**config.mk**
```make
export PLATFORM = sky130hd
export DESIGN_NAME = bkt_cell
export DESIGN_NICKNAME = d
export VERILOG_FILES = /design/src/design/bkt_pkg.sv /design/src/design/bkt_cell.sv
export SDC_FILE = /design/constraint.sdc
export NUM_CORES = 1
export LEC_CHECK = 0
export ABC_AREA = 1
export BUFFER_PORTS_ARGS = -buffer_cell sky130_fd_sc_hd__buf_4
export CAP_MARGIN = 20
export CORE_ASPECT_RATIO = 0.9
export CORE_MARGIN = 2
export CORE_UTILIZATION = 40
export CTS_BUF_LIST = sky130_fd_sc_hd__clkbuf_4
export DETAILED_ROUTE_END_ITERATION = 7
export PLACE_DENSITY = 0.67
export SLEW_MARGIN = 5
export SYNTH_ARGS = -nofsm -noshare
export SYNTH_HDL_FRONTEND = slang
export SYNTH_SLANG_ARGS = --single-unit
```
**constraint.sdc**
```tcl
create_clock -name aclk -period 8 [get_ports aclk]
set_input_delay 1.6 -clock aclk [delete_from_list [all_inputs] [get_ports aclk]]
set_output_delay 1.6 -clock aclk [all_outputs]
set_load 0.01 [all_outputs]
```
**src/design/bkt_pkg.sv**
```systemverilog
// Shared types, field widths and request codes for the bounded time-keyed table.
package bkt_pkg;

    localparam int DEF_CAPACITY   = 16;
    localparam int DEF_DATA_WIDTH = 32;

    localparam int KEY_W     = 64;
    localparam int WDATA_W   = 32;
    localparam int RDATA_W   = 32;
    localparam int REQ_W     = 2;
    localparam int CFG_W     = 5;
    localparam int SLOT_W    = 4;
    localparam int ENTRIES_W = 5;

    localparam int S_TDATA_W = KEY_W + WDATA_W;
    localparam int M_FIELD_W = RDATA_W + SLOT_W + ENTRIES_W;
    localparam int M_TDATA_W = ((M_FIELD_W + 7) / 8) * 8;
    localparam int M_PAD_W   = M_TDATA_W - M_FIELD_W;

    localparam logic [CFG_W-1:0] MAX_ENTRIES_RST = 5'd16;

    typedef enum logic [REQ_W-1:0] {
        REQ_LOOKUP = 2'd0,
        REQ_STORE  = 2'd1,
        REQ_CLAIM  = 2'd2,
        REQ_CLEAR  = 2'd3
    } req_t;

    // Search results carried from one cell to the next.
    typedef struct packed {
        logic match;
        logic free;
        logic min_ok;
    } carry_flags_t;

    // Update broadcast to all cells; only the addressed cell acts on an update, while clear_all acts on every cell.
    typedef struct packed {
        logic clear_all;
        logic update;
        logic set_valid;
        logic write_data;
    } cell_cmd_t;

endpackage

```
**src/design/bkt_cell.sv**
```systemverilog
// One slot of the table plus its stage of the search chain.
module bkt_cell #(
    parameter int CELL_IDX   = 0,
    parameter int IDX_W      = 4,
    parameter int DATA_WIDTH = 32
) (
    input  logic                       aclk,
    input  logic                       aresetn,
    input  logic [bkt_pkg::KEY_W-1:0]  req_key,
    input  bkt_pkg::cell_cmd_t         cmd,
    input  logic [IDX_W-1:0]           cmd_idx,
    input  logic [DATA_WIDTH-1:0]      cmd_data,
    input  bkt_pkg::carry_flags_t      flags_in,
    input  logic [IDX_W-1:0]           match_idx_in,
    input  logic [DATA_WIDTH-1:0]      match_data_in,
    input  logic [IDX_W-1:0]           free_idx_in,
    input  logic [IDX_W-1:0]           min_idx_in,
    input  logic [bkt_pkg::KEY_W-1:0]  min_key_in,
    input  logic [DATA_WIDTH-1:0]      min_data_in,
    output bkt_pkg::carry_flags_t      flags_out,
    output logic [IDX_W-1:0]           match_idx_out,
    output logic [DATA_WIDTH-1:0]      match_data_out,
    output logic [IDX_W-1:0]           free_idx_out,
    output logic [IDX_W-1:0]           min_idx_out,
    output logic [bkt_pkg::KEY_W-1:0]  min_key_out,
    output logic [DATA_WIDTH-1:0]      min_data_out
);
    import bkt_pkg::*;

    localparam logic [IDX_W-1:0] MY_IDX = IDX_W'(CELL_IDX);

    logic                  valid_reg, valid_next;
    logic [KEY_W-1:0]      key_reg;
    logic [DATA_WIDTH-1:0] data_reg;

    carry_flags_t          flags_reg, flags_next;
    logic [IDX_W-1:0]      match_idx_reg, match_idx_next;
    logic [DATA_WIDTH-1:0] match_data_reg, match_data_next;
    logic [IDX_W-1:0]      free_idx_reg, free_idx_next;
    logic [IDX_W-1:0]      min_idx_reg, min_idx_next;
    logic [KEY_W-1:0]      min_key_reg, min_key_next;
    logic [DATA_WIDTH-1:0] min_data_reg, min_data_next;

    logic sel;
    logic is_match;
    logic is_less;

    assign sel = cmd.update && (cmd_idx == MY_IDX);

    always_comb begin
        valid_next = valid_reg;
        if (cmd.clear_all) begin
            valid_next = 1'b0;
        end else if (sel && cmd.set_valid) begin
            valid_next = 1'b1;
        end
    end

    always_ff @(posedge aclk) begin
        if (!aresetn) begin
            valid_reg <= 1'b0;
        end else begin
            valid_reg <= valid_next;
        end
    end

    always_ff @(posedge aclk) begin
        if (sel) begin
            key_reg <= req_key;
        end
        if (sel && cmd.write_data) begin
            data_reg <= cmd_data;
        end
    end

    // Ties on the minimum keep the earlier, lower-index slot.
    assign is_match = valid_reg && (key_reg == req_key);
    assign is_less  = valid_reg &&
                      (!flags_in.min_ok || ($signed(key_reg) < $signed(min_key_in)));

    always_comb begin
        flags_next      = flags_in;
        match_idx_next  = match_idx_in;
        match_data_next = match_data_in;
        free_idx_next   = free_idx_in;
        min_idx_next    = min_idx_in;
        min_key_next    = min_key_in;
        min_data_next   = min_data_in;
        if (!flags_in.match && is_match) begin
            flags_next.match = 1'b1;
            match_idx_next   = MY_IDX;
            match_data_next  = data_reg;
        end
        if (!flags_in.free && !valid_reg) begin
            flags_next.free = 1'b1;
            free_idx_next   = MY_IDX;
        end
        if (is_less) begin
            flags_next.min_ok = 1'b1;
            min_idx_next      = MY_IDX;
            min_key_next      = key_reg;
            min_data_next     = data_reg;
        end
    end

    always_ff @(posedge aclk) begin
        flags_reg      <= flags_next;
        match_idx_reg  <= match_idx_next;
        match_data_reg <= match_data_next;
        free_idx_reg   <= free_idx_next;
        min_idx_reg    <= min_idx_next;
        min_key_reg    <= min_key_next;
        min_data_reg   <= min_data_next;
    end

    assign flags_out      = flags_reg;
    assign match_idx_out  = match_idx_reg;
    assign match_data_out = match_data_reg;
    assign free_idx_out   = free_idx_reg;
    assign min_idx_out    = min_idx_reg;
    assign min_key_out    = min_key_reg;
    assign min_data_out   = min_data_reg;

endmodule

```
# == Word level (Yosys, flattened, before mapping) ==
# Index checks and enable logic that the tools add are counted.
# totals
ff_bits,240
latchBits,0
ramBits,0
romBits,0
out_inout_bits,143
elab_cells,32
mem_count,0
# op_classes
add_sub_neg,0
mul,0
n_div,0
magnitude_cmp,1
eq_ne,1
shift,0
muxes,3
n_bitwise,1
reduce_logical,14
# op_table
operator,n
equality test 64 bit,1
< comparator 64 bit,1
two-way mux 32 bit,2
two-way mux 64 bit,1
logical AND 1 bit,7
logical NOT 1 bit,4
logical NOT 4 bit,1
OR reduction 2 bit,1
logical OR 1 bit,1
NOT 1 bit,1

# == Longest topological paths before layout ==
# Gate-level depths: netlist of the first run.
# depth
word_depth,4
depth_mapped,21
depth_no_buf,19

# == Worst setup path before layout of the first run ==
# No wires, ideal clock.
# synth_path
path_kind,input-to-reg
startpoint,input port cmd_idx[3]
endpoint,register data_reg[0] (enable)
arrival_ps,4258
slack_ps,3350
path_stages,3
path_buffers,0
cell_sequence,nor2_1 -> and3_1 -> and2_1
# synth_via
elab_chain_len,3
# synth_rtl
item,line,rtl
start: declaration,bkt_cell.sv:11,"input logic [IDX_W-1:0] cmd_idx,"
logical NOT 4 bit,bkt_cell.sv:48,assign sel = cmd.update && (cmd_idx == MY_IDX);
logical AND 1 bit,bkt_cell.sv:48,
via sel,bkt_cell.sv:44,logic sel;
logical AND 1 bit,bkt_cell.sv:71,if (sel && cmd.write_data) begin
end signal: assignment,bkt_cell.sv:72,data_reg <= cmd_data;
end: declaration,bkt_cell.sv:34,logic [DATA_WIDTH-1:0] data_reg;
# The timed path passes the listed nets, and every way through them passes these cells.
# A chain may end at the register's enable or synchronous reset.

# == Worst setup path after layout of the first run ==
# layout_path
startpoint,input port min_key_in[5] in the netlist's numbering
endpoint,register min_data_reg[7] (netlist: min_data_out[7])
# layout_via
elab_chain_len,4
# layout_rtl
item,line,rtl
start: declaration,bkt_cell.sv:18,"input logic [bkt_pkg::KEY_W-1:0] min_key_in,"
< comparator 64 bit,bkt_cell.sv:79,(!flags_in.min_ok || ($signed(key_reg) < $signed(min_key_in)));
logical OR 1 bit,bkt_cell.sv:79,
logical AND 1 bit,bkt_cell.sv:78,assign is_less = valid_reg &&
two-way mux 32 bit,bkt_cell.sv:98,if (is_less) begin
via min_data_next[7],bkt_cell.sv:42,"logic [DATA_WIDTH-1:0] min_data_reg, min_data_next;"
end signal: assignment,bkt_cell.sv:113,min_data_reg <= min_data_next;
end: declaration,bkt_cell.sv:42,
# The timed path passes the listed nets, and every way through them passes these cells.

==> results of run 1 <==
-- final cells by class --
| class | count | area (um^2) | share of cell area, % |
|---|---|---|---|
| Timing Repair Buffer | 398 | 3010 | 20.8 |
| Inverter | 166 | 623 | 4.29 |
| Multi-Input combinational cell | 688 | 3680 | 25.4 |
| Clock buffer | 109 | 818 | 5.64 |
| Sequential cell | 240 | 5770 | 39.8 |
| Tap cell | 342 | 428 | 2.95 |
| Antenna cell | 2 | 5.00 | 0.0345 |
| Clock inverter | 15 | 171 | 1.18 |
-- report_power, final --
| group | internal, mW | total [mW] | switching [mW] |
|---|---|---|---|
| combinational | 0.174 | 0.328 | 0.154 |
| clock | 0.748 | 1.28 | 0.527 |
| sequential | 1.32 | 1.34 | 0.0216 |
| total | 2.24 | 2.94 | 0.703 |
-- worst max-delay path, delay by kind of cell --
family / cells / cell delay [ns]
AOI/OAI and AO/OA: 1 / 0.15
adders and majority gates: 1 / 0.30
buffers and inverters: 4 / 0.92
and+or+nand+nor: 12 / 1.28
-- cells in the mapped netlist, drive strengths merged --
cell type / instances
and2: 1
and3: 3
nand4: 10
a21o: 1
xor2: 11
o22ai: 15
a21oi: 33
or2: 2
a221oi: 5
buf: 23
ha: 63
dfxtp: 144
nor3: 5
xnor2: 8
o21ai: 50
a211oi: 4
edfxtp: 96
o2111ai: 1
o21a: 1
nor2: 33
nand3: 106
nand3b: 2
clkbuf: 16
inv: 166
a21boi: 4
nor3b: 1
o211ai: 1
nor4: 7
nand2: 321
-- placed cells by master, fill, tap and decap left out, types with 2 or more instances in the layout --
cell | synthesis | final
a221oi_1 | 5 | 5
nor4_1 | 7 | 7
o22ai_1 | 15 | 15
xnor2_1 | 8 | 8
nand4_1 | 10 | 10
edfxtp_1 | 96 | 96
dfxtp_1 | 144 | 143
xor2_1 | 11 | 11
nor3_1 | 4 | 4
a211oi_1 | 4 | 4
buf_12 | 0 | 2
diode_2 | 0 | 2
bufinv_16 | 0 | 4
a21boi_1 | 4 | 4
and3_1 | 3 | 2
nand2_1 | 320 | 320
buf_4 | 0 | 396
nand3b_1 | 2 | 2
clkinv_1 | 0 | 8
nand3_1 | 105 | 104
or2_2 | 2 | 2
a21oi_1 | 33 | 33
o21ai_0 | 43 | 43
clkbuf_4 | 0 | 109
nor2_1 | 33 | 33
o21ai_1 | 7 | 7
ha_1 | 63 | 63
inv_1 | 166 | 166
-- cell families after synthesis --
group,Yosys count
fa+ha+maj,63
buf+inv,205
simple gates,491
compound gates,115
xor+xnor,19
flops,240
-- routing by layer --
layer | share of wire, % | global-route usage, % | up-vias
met1 | 42 | 29.9 | 4151
met4 | 2.9 | 9.81 | 0
met2 | 46 | 38.1 | 388
met3 | 8.9 | 7.89 | 68
li1 | - | - | 4589
met5 | 0 | 0 | -
-- final timing paths --
path,from,endpoint,depth (start not counted)
setup / recovery,min_key_in[5],min_data_out[7],18
hold / removal,data_reg[15],min_data_out[15],2
setup reg to reg,key_reg[5],min_data_out[7],16
hold reg to reg,data_reg[15],min_data_out[15],2
-- stage by stage --
stage,setup slack (ns),instance area (um^2)
2_1_floorplan,3.35,10300
3_3_place_gp,3.53,13500
3_5_place_dp,3.49,13500
4_1_cts,4.19,14500
5_1_grt,4.09,14500
6_report,4.28,14500
==> impl_metrics.py, run 1 <==
metrics = {
    "clock_tree": {
        "numCtsBuffers": 67,
        "cts.sinks": 240,
        "path_clk_slew_ns": 0.07,
        "cts_resized": 0,
        "ctsLongestPathBuffers": 3,
        "insertion_delay_ns": 0.65,
        "cts_tree": "built",
        "cts_root_buffer": "clkbuf_4",
        "ctsHoldBuffers": 0,
        "post_cts_buffers": 0,
        "htreeDepth": 3,
    },
    "sta": {
        "drv_slew": 0,
        "setup_viol": 0,
        "period_minus_slack_ns": 3.72,
        "timing.final.crit_share_pct": 46.5,
        "setup_tns_ns": 0,
        "clock_skew_ns": 0.0462,
        "max_freq_mhz": 269,
        "worst_pin_slew_ns": 0.958,
        "holdWs_ns": 0.498,
        "hold_viol": 0,
        "rsz0062_at_grt": "false",
        "slew_headroom_pct": 36.1,
    },
    "power_and_ir_drop": {
        "leakagePower_nw": 7.47,
        "power.total_mw": 2.94,
        "max-vdd-ir-drop_mv": 0.116,
        "p_per_area_mw_per_mm2": 203,
    },
    "logic_synthesis": {
        "ys_ff_latch": 240,
        "syn_area_per_cell_um2": 9.05,
        "synth-adder-area-share_pct": 7.68,
        "syn_nets": 1445,
        "synth-simple-area-share_pct": 20.1,
        "synth-compound-area-share_pct": 6.28,
        "yosysTopAreaCell": "dfxtp_1",
        "synth_warnings": 0,
        "syn_area_mm2": 0.0103,
        "seq_area_frac_synth_pct": 56.2,
        "synth_area_leaders": "dfxtp_1 (28%), edfxtp_1 (28%), nand2_1 (12%)",
        "synth_cells": 1133,
        "synth.area.mux_share_pct": 0,
        "yosysTopAreaCellShare_pct": 28.1,
        "synthXorXnorAreaFrac_pct": 1.62,
        "synth_top_family_by_area": "simple AND/OR/NAND/NOR gates",
        "ys_types": 34,
    },
    "flow_run": {
        "maxCapViolCount": 0,
    },
    "global_route": {
        "grt_usage_pct": 23.8,
        "grt_pass1_wl_um": 49600,
        "antenna_found_initial": 2,
        "grt-ovfl-total": 0,
        "grt_max_degree": 101,
        "grt_pass1_vias": 9176,
    },
    "cells_and_area": {
        "layout.cells.non_filler": 1960,
        "fillers": 2317,
        "syn_to_final_growth_pct": 41.5,
        "fin_util_pct": 57.6,
        "layout.nets": 1873,
        "drive_gt1_share_pct": 32.3,
    },
    "drt": {
        "drtIter0Drc": 546,
        "wl_per_cell_um": 16.9,
        "postRouteAntennaNets": 0,
        "vias": 9196,
        "drc_errors": 0,
        "vias_per_cell": 4.69,
        "wirelength_um": 33000,
        "detailedRoute.firstPassIterationCount": 7,
    },
    "die": {
        "start_util_pct": 40.7,
        "core_mm2": 0.0252,
        "dieArea_mm2": 0.0269,
        "die_y_um": 156,
        "io_pins": 392,
        "die_width_um": 173,
        "rows": 55,
    },
    "worst_setup_path": {
        "cp.arrival_ns": 4.29,
        "crit_type": "input port to flop",
        "start_kind": "input port",
        "critPathMostFrequentCell": "nand2_1",
        "path_max_fanout": 53,
        "crit_chain": "buf_4, inv_1, ha_1, a21oi_1, nor2_1, nor3_1, nand2_1, nand2_1, nand2_1, nand2_1, nand2_1, nand2_1, nand3_1, nand3_4, buf_4, buf_12, nand3_1, nand2_1",
        "required_ns": 8.57,
        "rrSetupSlack_ns": 4.92,
        "slowest_stage": "buf_4",
        "end_kind": "flop",
        "max_stage_delay_ns": 0.49,
    },
    "status": {
        "status": "complete, no violations",
    },
    "placement": {
        "io_buffers": 391,
        "dpl.cell_count": 1832,
        "dpl.hpwl_um": 24500,
        "gp_congestion": 0.852,
    },
    "hold_path": {
        "hold_path_class": "flop to flop",
    },
}
No activity file was read; power rests on OpenSTA's default activity.
==> run 2: changes to the inputs <==
- ABC_AREA: 1 -> 0
- PLACE_DENSITY: 0.67 -> 0.68
- clock period: 8 -> 3.8 ns (I/O delays scaled with it)
==> impl_metrics.py, run 2 <==
metrics = {
    "status": {
        "status": "complete, no violations",
    },
    "logic_synthesis": {
        "syn_nets": 1053,
        "synth_ff_type": "dfxtp_1",
        "synth-edff-count": 96,
        "yosysTopAreaCellShare_pct": 29.5,
        "async_reset_ff_share_pct": 0,
        "synth_warnings": 0,
        "ys_ff_latch": 240,
        "syn_area_per_cell_um2": 13.2,
        "syn_area_mm2": 0.00978,
        "seq_area_frac_synth_pct": 58.9,
        "synth_cells": 741,
        "ys_types": 41,
        "synth_common_cells": "dfxtp_1 (144), mux2_2 (112), edfxtp_1 (96), inv_1 (85), ha_1 (63)",
        "synth_area_leaders": "dfxtp_1 (29%), edfxtp_1 (29%), mux2_2 (13%)",
        "yosysTopAreaCell": "dfxtp_1",
        "post-synth-top-count-cell": "dfxtp_1",
    },
    "sta": {
        "hold_viol": 0,
        "worst_pin_slew_ns": 0.572,
        "period_minus_slack_ns": 3.35,
        "rsz0062_at_grt": "false",
        "slew_headroom_pct": 61.9,
        "drv_slew": 0,
        "setup_viol": 0,
        "fin_ws_ns": 0.451,
        "clock_skew_ns": 0.0378,
        "timing.final.crit_share_pct": 88.1,
        "max_freq_mhz": 299,
        "holdWs_ns": 0.282,
        "setup_tns_ns": 0,
    },
    "die": {
        "start_util_pct": 40.6,
        "dieArea_mm2": 0.0257,
        "die_y_um": 152,
        "die_width_um": 169,
        "rows": 54,
        "io_pins": 392,
        "core_mm2": 0.0241,
    },
    "worst_setup_path": {
        "reg2reg_to": "min_data_out[27]",
        "start_kind": "flop",
        "r2r_start": "key_reg[14]",
        "crit_chain": "ha_1, nand4_1, or4_1, or4_1, nand3_1, a22oi_1, a32oi_4, buf_4, buf_12, mux2_2",
        "slowest_stage": "or4_1",
        "required_ns": 4.32,
        "rr_worst_depth": 10,
        "critPathMostFrequentCell": "or4_1",
        "max_stage_delay_ns": 0.53,
        "cp.arrival_ns": 3.86,
        "cp-startpoint": "key_reg[14]",
        "crit_type": "flop to flop",
        "rrSetupSlack_ns": 0.45,
        "path_max_fanout": 16,
        "end_kind": "flop",
    },
    "placement": {
        "dpl.hpwl_um": 24100,
        "place_ws_ns": 0.0862,
        "placedInstanceArea_mm2": 0.0133,
        "io_buffers": 391,
        "dpl.cell_count": 1453,
        "gp_congestion": 0.892,
    },
    "cells_and_area": {
        "layout.nets": 1527,
        "mostFrequentLayoutCells": "buf_4 (412), dfxtp_1 (144), clkbuf_4 (113), mux2_2 (112), edfxtp_1 (96)",
        "fin_util_pct": 59.1,
        "drive_gt1_share_pct": 51.5,
        "multi_input_area_mm2": 0.00363,
        "fillers": 2071,
        "final_common_cell": "buf_4",
        "layout.cells.non_filler": 1581,
        "syn_to_final_growth_pct": 45.7,
        "seq_area_mm2": 0.00577,
        "fin_area_mm2": 0.0143,
    },
    "clock_tree": {
        "ctsLongestPathBuffers": 3,
        "cts_resized": 0,
        "numCtsBuffers": 68,
        "post_cts_buffers": 0,
        "cts.sinks": 240,
        "path_clk_slew_ns": 0.07,
        "cts_root_buffer": "clkbuf_4",
        "insertion_delay_ns": 0.65,
        "htreeDepth": 3,
        "cts_tree": "built",
        "ctsHoldBuffers": 0,
    },
    "global_route": {
        "antenna_found_initial": 4,
        "grt_pass1_wl_um": 45000,
        "grt-ovfl-total": 0,
        "grt_max_degree": 38,
        "grt_pass1_vias": 7913,
        "grt_usage_pct": 23.3,
    },
    "drt": {
        "drc_errors": 0,
        "vias_per_cell": 4.78,
        "postRouteAntennaNets": 0,
        "wirelength_um": 30600,
        "detailedRoute.firstPassIterationCount": 5,
        "wl_per_cell_um": 19.3,
        "vias": 7562,
        "drtIter0Drc": 475,
    },
    "power_and_ir_drop": {
        "leakagePower_nw": 6.68,
        "max-vdd-ir-drop_mv": 0.278,
        "power.total_mw": 5.99,
        "p_per_area_mw_per_mm2": 420,
    },
    "hold_path": {
        "holdCritStartpoint": "cmd_data[1]",
        "hold_path_class": "input port to flop",
        "min_path_cells": 1,
        "hold_end": "data_reg[1]",
    },
    "flow_run": {
        "maxCapViolCount": 0,
    },
}
-- run 2: cell count changes in the layout (fill, tap and decap cells not counted), moves of 24 or more --
cell     before  now
nand2_1     320   17
mux2_2        0  112
nand3_1     104    7
inv_1       166   85
o21ai_0      43    7
nor2_1       33    9
-- run 2: power by group --
part           internal [mW]  switching, mW
Sequential              2.78         0.0395
Combinational          0.384          0.270
Clock                   1.41           1.11
Total                   4.57           1.42
-- run 2: how the worst max path moves through the flow --
stage                     cells after the start  slack [ns]               end
after detailed placement                     12        0.09  min_data_out[28]
after floorplan                              11        0.48   min_key_out[61]
after CTS                                    10        0.45   min_key_out[20]
after global placement                       12        0.16   min_key_out[25]
final                                        10        0.45  min_data_out[27]
after global routing                         10        0.34  min_data_out[28]
-- run 2: layout make-up --
| class | instances | share of cell area [%] |
|---|---|---|
| flip-flops and latches | 240 | 40.4 |
| multi-input cells | 402 | 25.5 |
| clock buffers | 113 | 5.95 |
| well taps | 308 | 2.70 |
| diodes | 3 | 0.0527 |
| inverters | 85 | 2.24 |
| clock inverters | 12 | 0.588 |
| repair buffers | 418 | 22.5 |
-- run 2: kinds of logic after synthesis --
logic type	count (synthesis)	share of synthesized area, %
AO/OA/AOI/OAI	69	4.77
XOR/XNOR	44	3.94
adder cells (fa/ha/maj)	63	8.06
buffers and inverters	99	4.17
flip-flops	240	58.9
multiplexers	128	14.6
AND/OR/NAND/NOR	98	5.59
-- run 2: layer usage --
layer  routed length [um]  GRT usage (%)
met5                   11              0
met4                  846           9.15
met3                 2360           6.52
met2                14100           36.8
met1                13300           30.3
-- run 2: critical path, delay by kind of cell (launching register included) --
family | cells | cell delay, ns
flops | 1 | 0.46
fa+ha+maj | 1 | 0.37
simple gates | 4 | 1.23
mux | 1 | 0.35
compound gates | 2 | 0.38
buf+inv | 2 | 0.43
